==> config.mk <==
export PLATFORM = sky130hd
export DESIGN_NAME = record_frame_parser
export DESIGN_NICKNAME = d
export VERILOG_FILES = /design/src/design/rfp_pkg.sv /design/src/design/rfp_frame.sv /design/src/design/rfp_result_reg.sv /design/src/design/record_frame_parser.sv
export VERILOG_INCLUDE_DIRS = /design/src /design/src/design
export SDC_FILE = /design/constraint.sdc
export NUM_CORES = 1
export LEC_CHECK = 0
export ABC_AREA = 1
export BUFFER_PORTS_ARGS = -buffer_cell sky130_fd_sc_hd__buf_2
export CAP_MARGIN = 10
export CORE_ASPECT_RATIO = 1.25
export CORE_MARGIN = 2
export CORE_UTILIZATION = 50
export DETAILED_ROUTE_END_ITERATION = 7
export PLACE_DENSITY = 0.77
export SKIP_CTS_REPAIR_TIMING = 1
export SYNTH_ARGS = -nofsm -noshare
export SYNTH_HDL_FRONTEND = slang
export SYNTH_SLANG_ARGS = --single-unit
==> constraint.sdc <==
create_clock -name clk -period 5.5 [get_ports clk]
set_clock_uncertainty 0.1 [all_clocks]
set_input_delay 0 -clock clk [delete_from_list [all_inputs] [get_ports clk]]
set_output_delay 0 -clock clk [all_outputs]
set_load 0.1 [all_outputs]
==> src/design/record_frame_parser_defines.svh <==
// Assertion macros shared by the record frame parser modules.
// No dependencies; included by files that carry concurrent assertions.
`ifndef RECORD_FRAME_PARSER_DEFINES_SVH
`define RECORD_FRAME_PARSER_DEFINES_SVH

// Same-cycle implication, disabled during reset.
`define RFP_ASSERT_IMPLY(label, clk, rst, ante, cons) \
  label: assert property (@(posedge clk) disable iff (rst) (ante) |-> (cons)) \
    else $error("rfp assertion failed: same-cycle implication");

// Next-cycle implication, disabled during reset.
`define RFP_ASSERT_NEXT(label, clk, rst, ante, cons) \
  label: assert property (@(posedge clk) disable iff (rst) (ante) |=> (cons)) \
    else $error("rfp assertion failed: next-cycle implication");

`endif

==> src/design/rfp_pkg.sv <==
// Types and constants for the record frame parser.
// No dependencies; imported by every module of the block.
package rfp_pkg;

  localparam logic [4:0] MIN_FRAME_BYTES = 5'(1 + 8 + 4 + 4);

  localparam int CFG_IDX_W = 1;
  localparam logic [CFG_IDX_W-1:0] CFG_SNAPSHOT_CODE = 1'b0;
  localparam logic [CFG_IDX_W-1:0] CFG_DELTA_CODE    = 1'b1;

  localparam logic [7:0] SNAPSHOT_CODE_RESET = 8'd0;
  localparam logic [7:0] DELTA_CODE_RESET    = 8'd1;

  typedef enum logic [2:0] {
    PH_TYPE   = 3'd0,
    PH_TIME   = 3'd1,
    PH_KLEN   = 3'd2,
    PH_KEY    = 3'd3,
    PH_PLEN   = 3'd4,
    PH_PAY    = 3'd5,
    PH_EXCESS = 3'd6
  } phase_t;

  typedef enum logic [2:0] {
    ST_OK          = 3'd0,
    ST_TRUNCATED   = 3'd1,
    ST_BAD_TYPE    = 3'd2,
    ST_BAD_KEY_LEN = 3'd3,
    ST_BAD_PAYLOAD = 3'd4
  } status_t;

  typedef struct packed {
    logic [7:0] data_byte;
    logic       end_of_frame;
  } in_item_t;

  typedef struct packed {
    logic [7:0]  byte_out;
    logic [2:0]  byte_role;
    logic        frame_done;
    logic [2:0]  frame_status;
    logic [63:0] timestamp_value;
  } out_item_t;

endpackage

==> src/design/rfp_frame.sv <==
// Frame tracker: per-byte role tagging, length counters and end-of-frame status.
// Depends on rfp_pkg and record_frame_parser_defines.svh.
`include "record_frame_parser_defines.svh"

module rfp_frame
  import rfp_pkg::*;
(
  input  logic                 clk,
  input  logic                 rst,
  input  logic                 accept,
  input  in_item_t             item,
  input  logic                 cfg_write,
  input  logic [CFG_IDX_W-1:0] cfg_index,
  input  logic [7:0]           cfg_data,
  output out_item_t            result_next
);

  logic [7:0]  snapshot_code;
  logic [7:0]  delta_code;

  phase_t      phase;
  logic [3:0]  field_count;
  logic [4:0]  total_count;
  logic [31:0] key_remaining;
  logic [31:0] payload_remaining;
  logic [63:0] timestamp_shift;
  logic        type_bad;
  logic        excess_seen;

  // values after this byte, before end-of-frame clearing
  phase_t      phase_upd;
  logic [3:0]  field_count_upd;
  logic [4:0]  total_count_upd;
  logic [31:0] key_upd;
  logic [31:0] payload_upd;
  logic [63:0] timestamp_upd;
  logic        type_bad_upd;
  logic        excess_upd;

  logic [31:0] key_shifted;
  logic [31:0] payload_shifted;
  logic [31:0] key_dec;
  logic [31:0] payload_dec;
  status_t     status;

  assign key_shifted     = {key_remaining[23:0], item.data_byte};
  assign payload_shifted = {payload_remaining[23:0], item.data_byte};
  assign key_dec         = key_remaining - 32'd1;
  assign payload_dec     = payload_remaining - 32'd1;

  // next state
  always_comb begin
    phase_upd       = phase;
    field_count_upd = field_count;
    key_upd         = key_remaining;
    payload_upd     = payload_remaining;
    timestamp_upd   = timestamp_shift;
    type_bad_upd    = type_bad;
    excess_upd      = excess_seen;
    total_count_upd = (total_count < MIN_FRAME_BYTES) ? total_count + 5'd1 : total_count;

    unique case (phase)
      PH_TYPE: begin
        type_bad_upd    = !(item.data_byte == snapshot_code ||
                            item.data_byte == delta_code);
        field_count_upd = 4'd0;
        phase_upd       = PH_TIME;
      end
      PH_TIME: begin
        timestamp_upd = {timestamp_shift[55:0], item.data_byte};
        if (field_count == 4'd7) begin
          field_count_upd = 4'd0;
          phase_upd       = PH_KLEN;
        end else begin
          field_count_upd = field_count + 4'd1;
        end
      end
      PH_KLEN: begin
        key_upd = key_shifted;
        if (field_count == 4'd3) begin
          field_count_upd = 4'd0;
          phase_upd       = (key_shifted == 32'd0) ? PH_PLEN : PH_KEY;
        end else begin
          field_count_upd = field_count + 4'd1;
        end
      end
      PH_KEY: begin
        key_upd = key_dec;
        if (key_dec == 32'd0) phase_upd = PH_PLEN;
      end
      PH_PLEN: begin
        payload_upd = payload_shifted;
        if (field_count == 4'd3) begin
          field_count_upd = 4'd0;
          phase_upd       = (payload_shifted == 32'd0) ? PH_EXCESS : PH_PAY;
        end else begin
          field_count_upd = field_count + 4'd1;
        end
      end
      PH_PAY: begin
        payload_upd = payload_dec;
        if (payload_dec == 32'd0) phase_upd = PH_EXCESS;
      end
      default: begin
        excess_upd = 1'b1;
        phase_upd  = PH_EXCESS;
      end
    endcase
  end

  // outputs
  always_comb begin
    if (total_count_upd < MIN_FRAME_BYTES) begin
      status = ST_TRUNCATED;
    end else if (type_bad_upd) begin
      status = ST_BAD_TYPE;
    end else if (phase_upd <= PH_PLEN) begin
      status = ST_BAD_KEY_LEN;
    end else if (phase_upd == PH_PAY || excess_upd) begin
      status = ST_BAD_PAYLOAD;
    end else begin
      status = ST_OK;
    end

    result_next.byte_out        = item.data_byte;
    result_next.byte_role       = (phase == PH_EXCESS || phase > PH_EXCESS) ?
                                  3'(PH_EXCESS) : 3'(phase);
    result_next.frame_done      = item.end_of_frame;
    result_next.frame_status    = item.end_of_frame ? 3'(status) : 3'(ST_OK);
    result_next.timestamp_value = item.end_of_frame ? timestamp_upd : 64'd0;
  end

  always_ff @(posedge clk) begin
    if (rst) begin
      snapshot_code <= SNAPSHOT_CODE_RESET;
      delta_code    <= DELTA_CODE_RESET;
    end else if (cfg_write) begin
      unique case (cfg_index)
        CFG_SNAPSHOT_CODE: snapshot_code <= cfg_data;
        CFG_DELTA_CODE:    delta_code    <= cfg_data;
        default: ;
      endcase
    end
  end

  always_ff @(posedge clk) begin
    if (rst || (accept && item.end_of_frame)) begin
      phase             <= PH_TYPE;
      field_count       <= 4'd0;
      total_count       <= 5'd0;
      key_remaining     <= 32'd0;
      payload_remaining <= 32'd0;
      timestamp_shift   <= 64'd0;
      type_bad          <= 1'b0;
      excess_seen       <= 1'b0;
    end else if (accept) begin
      phase             <= phase_upd;
      field_count       <= field_count_upd;
      total_count       <= total_count_upd;
      key_remaining     <= key_upd;
      payload_remaining <= payload_upd;
      timestamp_shift   <= timestamp_upd;
      type_bad          <= type_bad_upd;
      excess_seen       <= excess_upd;
    end
  end

  `RFP_ASSERT_NEXT(a_clear_after_last, clk, rst, accept && item.end_of_frame,
                   phase == PH_TYPE && total_count == 5'd0 && timestamp_shift == 64'd0)
  `RFP_ASSERT_IMPLY(a_total_capped, clk, rst, 1'b1, total_count <= MIN_FRAME_BYTES)
  `RFP_ASSERT_IMPLY(a_key_nonzero, clk, rst, phase == PH_KEY, key_remaining != 32'd0)
  `RFP_ASSERT_IMPLY(a_pay_nonzero, clk, rst, phase == PH_PAY, payload_remaining != 32'd0)

endmodule

==> src/design/rfp_result_reg.sv <==
// Result register between the frame tracker and the result channel.
// Depends on rfp_pkg and record_frame_parser_defines.svh.
`include "record_frame_parser_defines.svh"

module rfp_result_reg
  import rfp_pkg::*;
(
  input  logic      clk,
  input  logic      rst,
  input  logic      load,
  input  out_item_t result_next,
  input  logic      result_ready,
  output logic      result_valid,
  output logic      load_ready,
  output out_item_t result
);

  // accepts a new item when no result is held or the held result leaves in the same cycle
  assign load_ready = !result_valid || result_ready;

  always_ff @(posedge clk) begin
    if (rst) begin
      result_valid <= 1'b0;
    end else if (load) begin
      result_valid <= 1'b1;
    end else if (result_ready) begin
      result_valid <= 1'b0;
    end
  end

  always_ff @(posedge clk) begin
    if (load) begin
      result <= result_next;
    end
  end

  `RFP_ASSERT_NEXT(a_load_shows, clk, rst, load, result_valid)
  `RFP_ASSERT_IMPLY(a_status_only_done, clk, rst, result_valid && !result.frame_done,
                    result.frame_status == 3'(ST_OK) && result.timestamp_value == 64'd0)

endmodule

==> src/design/record_frame_parser.sv <==
// Record frame parser: top level joining the frame tracker and result register.
// Depends on rfp_pkg, rfp_frame and rfp_result_reg.
//
// Usage:
//   item channel   (item_valid/item_ready/item): one frame byte per
//     transaction, end_of_frame set on the final byte.
//   result channel (result_valid/result_ready/result): one result per byte,
//     the byte passed through with its role; on the final byte frame_done is
//     set and frame_status and timestamp_value carry the frame outcome.
//   cfg channel    (cfg_valid/cfg_ready/cfg_index/cfg_data): writes the
//     snapshot (index 0) and delta (index 1) type codes; always ready.
// Result: registered; a result appears in the cycle after its byte is accepted.
// Throughput: one byte per cycle while results are taken; all per-byte work is one
//   pass of counter updates and compares between the tracker state and the result register.
// Stall: while a result waits and result_ready is low, item_ready drops;
//   it rises again in the cycle the result is taken.
// Reset: clears the frame state and the result valid flag and restores the
//   type codes to 0 and 1. After a final byte the frame state clears itself.
module record_frame_parser
  import rfp_pkg::*;
(
  input  logic                 clk,
  input  logic                 rst,
  input  logic                 item_valid,
  output logic                 item_ready,
  input  in_item_t             item,
  output logic                 result_valid,
  input  logic                 result_ready,
  output out_item_t            result,
  input  logic                 cfg_valid,
  output logic                 cfg_ready,
  input  logic [CFG_IDX_W-1:0] cfg_index,
  input  logic [7:0]           cfg_data
);

  logic      accept;
  out_item_t result_next;

  assign cfg_ready = 1'b1;
  assign accept    = item_valid && item_ready;

  rfp_frame u_frame (
    .clk         (clk),
    .rst         (rst),
    .accept      (accept),
    .item        (item),
    .cfg_write   (cfg_valid && cfg_ready),
    .cfg_index   (cfg_index),
    .cfg_data    (cfg_data),
    .result_next (result_next)
  );

  rfp_result_reg u_result (
    .clk          (clk),
    .rst          (rst),
    .load         (accept),
    .result_next  (result_next),
    .result_ready (result_ready),
    .result_valid (result_valid),
    .load_ready   (item_ready),
    .result       (result)
  );

endmodule
==> out/qor.csv, run 1 <==
metric,value,unit
worst-path fanout max,28,
Post-Syn Area per Cell,7.22,µm²
clock sink total,238,
buffer cell driving the clock tree root,clkbuf_16,
xor/xnor share of the synthesized area,0.0162,
via count of the first global-routing pass,10700,
type of origin of the critical path,register,
multiplexer share of the synthesized area,0.00322,
area share of fa/ha/maj cells after synthesis,0.00603,
tightest slew margin relative to the limit,0.255,
Synth cell types,43,
Initial DRC Count,968,
Std-Cell Core Area,24500,µm²
global-route congestion overflow total,0,
Die Span X,145,µm
ratio of final minimum period to clock period,0.586,
instance count of the mapped netlist,1723,
Arrival @ worst endpoint,3.50,ns
synthesis-stage register bit count,238,
Max Cap Violations,0,
Die Y,180,µm
register area share after synthesis,0.446,
drt pass-1 iters,6,
level count of the clock H-tree,1,
total CTS buffers,24,
DR vias,11700,
initial antenna violation count,0,
crit path capture type,register,
setup slack on the worst flop-to-flop path,2.28,ns
ratio of routed vias to standard cells,5.42,
final weighted congestion in routability-driven placement,0.946,
pins over their slew limit,0,
DP HPWL,21000,µm
Mapped Area,12400,µm²
pin count of the biggest net entering global routing,120,
die area,26200,µm²
run status,completed,
global-route wire length before repair,51100,µm
unrepaired setup endpoints after global routing,false,
layout-stage area growth over the synthesis result,14.5,%
yosys synthesis warning count,0,
largest cells by area after synthesis,"dfxtp_1 26%, edfxtp_1 19%, nand2_1 12%",
# IOs,105,
leakage power,6.59,nW
drt drc,0,
dominant register cell in the synthesized netlist,dfxtp_1,
Pwr Density,328,nW/µm²
Overall Global Routing Usage,0.230,
Peak VDD IR,0.253,mV
total of endpoints with negative setup slack in the final report,0,
Worst Max-Slew Pin Slew,1.12,ns
endpoints failing hold,0,
sum of routed wire length over all layers,31500,µm
Post-Synth Simple-Gate Area,0.253,
Max clock buf depth,3,
maximum achievable frequency,311,MHz
combinational family with the most area after synthesis,simple AND/OR/NAND/NOR gates,
minimum period implied by the final worst setup slack,3.22,ns
IO buf count,103,
starting density of the core,0.508,
post-detailed-route count of antenna-violating nets,0,
Routed wire per std cell,14.6,µm
proportion of netlist area held by the largest area contributor,0.256,
fraction of synthesis flops using an asynchronous set or reset pin,0,
antenna cell count,0,
TNS Setup,0,ns
clock-pin slew on the worst setup and hold paths,0.06,ns
post-synthesis net count,1752,
Hold WC Path Type,in -> reg,
"Net count, final",1837,
Critical Path RT,5.78,ns
Post-synth EDFFs,79,
share of the synthesized area in compound gates (AO/OA/AOI/OAI),0.174,
post-synth top area cell,dfxtp_1,
total chip power,4.67,mW
CTS tree,yes,
clock latency reported for the late side of the worst-skew pair,0.53,ns
Std-Cell Rows,64,
Worst Setup Path Type,reg -> reg,
share of post-route cells with drive strength above 1,0.111,
## where the power goes
part           internal [mW]  leakage (nW)  total, mW  switching, mW
registers               1.93          2.09       1.99         0.0604
clock network          0.961         0.380       1.65          0.694
logic                  0.245          4.11       1.02          0.780
total                   3.13          6.59       4.67           1.53
## synth_stat cells (9+ instances only)
library cell,n
clkbuf_1,71
xor2_1,11
edfxtp_1,79
a21oi_1,77
inv_1,236
dfxtp_1,159
o211ai_1,70
o21ai_0,137
nand4_1,17
xnor2_1,12
nor2_1,251
nand3_1,52
nand2_1,394
nor2_2,12
buf_1,9
o22ai_1,28
a221oi_1,23
o21ai_1,9
## per-stage QoR
step	hold slack [ns]	utilization	worst slack, ns	std cells	cell area (µm²)
3_5_place_dp	0.0876	0.536	2.38	2081	13100
6_report	0.0962	0.582	2.28	2156	14200
3_3_place_gp	0.0781	0.536	2.50	2081	13100
4_1_cts	-0.462	0.569	2.36	2125	13900
5_1_grt	0.142	0.582	2.00	2156	14200
2_1_floorplan	-0.0309	-	0.323	1723	12400
## area by class of cell
class / count / area (µm²)
Fill cell: 2284 / 10300
Multi-Input combinational cell: 1156 / 5660
Sequential cell: 238 / 5560
Inverter: 243 / 917
Timing Repair Buffer: 145 / 908
Clock buffer: 29 / 629
Tap cell: 330 / 413
Clock inverter: 15 / 168
## worst max-delay path, stage by stage (launching register included)
cell	delay (ns)
dfxtp_1	0.47
inv_1	0.14
nor2_1	0.15
inv_1	0.09
nor2_1	0.58
clkinv_1	0.78
buf_4	0.46
a211oi_1	0.24
a211oi_1	0.07
## cell usage in the layout (no fill, tap or decap), types with 9 or more instances in the layout
master,netlist,layout
a21oi_1,77,77
nand3_1,52,52
edfxtp_1,79,79
o211ai_1,70,70
dlygate4sd3_1,0,31
inv_1,236,234
nor2_1,251,249
nand4_1,17,17
xor2_1,11,11
o22ai_1,28,28
nor2_2,12,13
dfxtp_1,159,159
buf_4,1,11
o21ai_0,137,137
clkbuf_16,0,24
buf_2,4,103
xnor2_1,12,12
nand2_1,394,394
nor2_4,8,9
a221oi_1,23,23
## state kept, by name, summed over array words and instances, names as in the netlist
signal,count
u_frame.delta_code,8
u_frame.excess_seen,1
u_frame.field_count,4
u_frame.key_remaining,32
u_frame.payload_remaining,32
u_frame.phase,3
u_frame.snapshot_code,8
u_frame.timestamp_shift,64
u_frame.total_count,5
u_frame.type_bad,1
u_result.result,79
u_result.result_valid,1
## routing by layer
metal | vias up | routed length (µm) | GRT usage
li1 | 5813 | - | -
met1 | 5361 | 13100 | 0.299
met2 | 438 | 15300 | 0.392
met3 | 84 | 2050 | 0.0304
met4 | 0 | 1030 | 0.0859
met5 | - | 0 | 0
## cells by family (layout without fill, tap and decap cells)
kind of cell,count (synthesis),in the layout
xor+xnor,23,23
simple gates,760,760
buf+inv,329,432
fa+ha+maj,6,6
compound gates,362,362
flops,238,238
other cells,1,1
mux,4,4
## worst paths after layout
| check | from | cells after the start | endpoint |
|---|---|---|---|
| min | result_ready | 6 | u_frame.total_count[4]$_SDFFE_PP0P_ |
| max reg2reg | u_frame.phase[2]$_SDFFE_PP0P_ | 8 | u_frame.payload_remaining[1]$_SDFFE_PP0P_ |
| min reg2reg | u_frame.excess_seen$_SDFFE_PP0P_ | 2 | u_frame.excess_seen$_SDFFE_PP0P_ |
| max | u_frame.phase[2]$_SDFFE_PP0P_ | 8 | u_frame.payload_remaining[1]$_SDFFE_PP0P_ |
Power figures use the tool's default switching activity.
==> run 2: changes to the inputs <==
- PLACE_DENSITY: 0.77 -> 0.79
- clock period: 5.5 -> 2.8 ns (I/O delays scaled with it)
==> out/qor.csv, run 2 (synthesis results as in run 1) <==
metric,value,unit,change
run status,completed,,
area of all placed cells without fillers,14500,µm²,+1.6%
total of endpoints with negative setup slack in the final report,0,,unchanged
flip-flop count of the largest register after layout,79,,unchanged
drt pass-1 iters,6,,unchanged
slowest CP cell,dfxtp_1,,
Max clock buf depth,3,,unchanged
initial antenna violation count,0,,unchanged
pin count of the biggest net entering global routing,120,,unchanged
maximum achievable frequency,391,MHz,+26%
largest registers,"u_result.result x79, u_frame.timestamp_shift x64",,
"leading cell types in the layout, fill and taps excluded","393 x nand2_1, 246 x nor2_1, 232 x inv_1",,
relative contribution of combinational cells to total power,0.227,,+0.007
Die Y,180,µm,unchanged
DP HPWL,21800,µm,+4.1%
total CTS buffers,24,,unchanged
minimum period implied by the final worst setup slack,2.56,ns,-0.661 ns
Peak VDD IR,0.459,mV,+81%
Std-Cell Core Area,24500,µm²,unchanged
Pwr Density,628,nW/µm²,+92%
post-detailed-route count of antenna-violating nets,0,,unchanged
Std-Cell Rows,64,,unchanged
starting density of the core,0.508,,unchanged
Overall Global Routing Usage,0.237,,+0.00708
Worst Max-Slew Pin Slew,0.769,ns,-0.346 ns
"Net count, final",1858,,+1.1%
worst hold slack across all endpoints,0.127,ns,+0.0304 ns
"Most flops, register",u_result.result,,
crit path capture type,register,,
Die Span X,145,µm,unchanged
critical path's most frequent cell,nand2_1,,
"most common cell after layout, fill and taps aside",nand2_1,,
Hold WC Path Type,in -> reg,,
sum of routed wire length over all layers,32400,µm,+2.8%
switching power as a share of total power,0.331,,+0.00275
Routed wire per std cell,14.9,µm,+1.8%
Max Cap Violations,0,,unchanged
drt drc,0,,unchanged
clock group share of total power,0.343,,-0.011
sequential group share of total power,0.429,,+0.003
worst flop-to-flop path startpoint,u_frame.key_remaining[1]$_SDFFE_PP0P_,,
antenna cell count,0,,unchanged
leakage power,6.72,nW,+2.0%
die area,26200,µm²,unchanged
endpoints failing hold,0,,unchanged
pins over their slew limit,0,,unchanged
clock latency reported for the late side of the worst-skew pair,0.54,ns,about the same
source of the critical timing path,u_frame.key_remaining[1]$_SDFFE_PP0P_,,
dpl cell area,13300,µm²,+1.5%
global-route congestion overflow total,0,,unchanged
Worst Setup Path Type,reg -> reg,,
worst hold path startpoint,item[0],,
layout-stage area growth over the synthesis result,16.3,%,
level count of the clock H-tree,1,,unchanged
share of post-route cells with drive strength above 1,0.127,,+0.0166
sequence of cells on the critical path,"inv_1, ha_2, nand2_4, nor2_1, nand2_1, o21ai_1, nand2_1, nor2_1, nand2_1, nor2_2, nand3_2, o211ai_1, nand3_1, nand2_1, inv_1",,
DR vias,11800,,+0.65%
via count of the first global-routing pass,10800,,+1.0%
type of origin of the critical path,register,,
net switching component of the power,3.01,mW,+96%
tightest slew margin relative to the limit,0.480,,+0.226
Arrival @ worst endpoint,2.74,ns,-0.76 ns
# IOs,105,,unchanged
Critical Path RT,2.98,ns,-2.80 ns
internal power of the cells,6.08,mW,+94%
largest stage delay on the critical path,0.31,ns,-0.47 ns
Initial DRC Count,986,,+1.9%
clock-pin slew on the worst setup and hold paths,0.07,ns,about the same
IO buf count,103,,unchanged
final weighted congestion in routability-driven placement,0.997,,+5.4%
CTS tree,yes,,
buffer cell driving the clock tree root,clkbuf_16,,
clock sink total,238,,unchanged
ratio of final minimum period to clock period,0.914,,+0.329
worst-path fanout max,4,,-86%
ratio of routed vias to standard cells,5.41,,-0.32%
global-route wire length before repair,52000,µm,+1.8%
==> run 2: power groups by stage <==
stage | clock network (mW) | registers, mW | logic, mW
after floorplan | 0 | 4.59 | 0.976
after global placement | 0 | 3.97 | 1.97
after detailed placement | 0 | 3.97 | 2.00
after CTS | 3.17 | 3.90 | 2.01
after global routing | 3.31 | 3.92 | 2.25
final | 3.12 | 3.90 | 2.06
==> run 2: cell type report <==
cell class | instances | area, µm²
inverter | 243 | 917
sequential | 238 | 5560
tap | 330 | 413
clock inverter | 10 | 83.8
fill | 2186 | 10000
timing repair buffer | 166 | 1140
multi-input combinational | 1156 | 5690
clock buffer | 34 | 678
==> run 2: path summary, 6_finish.rpt <==
check / end / slack [ns] / cells after the start
worst min register to register: u_frame.excess_seen$_SDFFE_PP0P_ / 0.37 / 2
worst max-delay path: u_result.result[65]$_SDFFCE_PP0P_ / 0.24 / 15
worst max register to register: u_result.result[65]$_SDFFCE_PP0P_ / 0.24 / 15
worst min-delay path: u_result.result[67]$_DFFE_PP_ / 0.13 / 2
==> run 2: metrics by stage <==
| stage | worst slack (ns) | power, mW | utilization | instances | TNS [ns] |
|---|---|---|---|---|---|
| after global routing | -0.0224 | 9.48 | 0.591 | 2177 | -0.0224 |
| final | 0.241 | 9.09 | 0.591 | 2177 | 0 |
| after global placement | 0.169 | 5.93 | 0.545 | 2099 | 0 |
| after CTS | 0.0924 | 9.07 | 0.576 | 2143 | 0 |
| after floorplan | 0.115 | 5.57 | - | 1723 | 0 |
| after detailed placement | 0.104 | 5.97 | 0.545 | 2099 | 0 |
==> run 2: per-layer routing <==
layer / global-route usage / vias up / share of wire
met4: 0.0957 / 0 / 0.036
met2: 0.412 / 429 / 0.49
li1: - / 5854 / -
met1: 0.300 / 5402 / 0.41
met5: 0 / - / 0
met3: 0.0286 / 87 / 0.058
==> run 2: worst max-delay path, delay by kind of cell (launching register included) <==
family | cells | cell delay (ns)
AND/OR/NAND/NOR | 10 | 1.11
AO/OA/AOI/OAI | 2 | 0.40
flip-flops | 1 | 0.31
adder cells (fa/ha/maj) | 1 | 0.24
buffers and inverters | 2 | 0.14
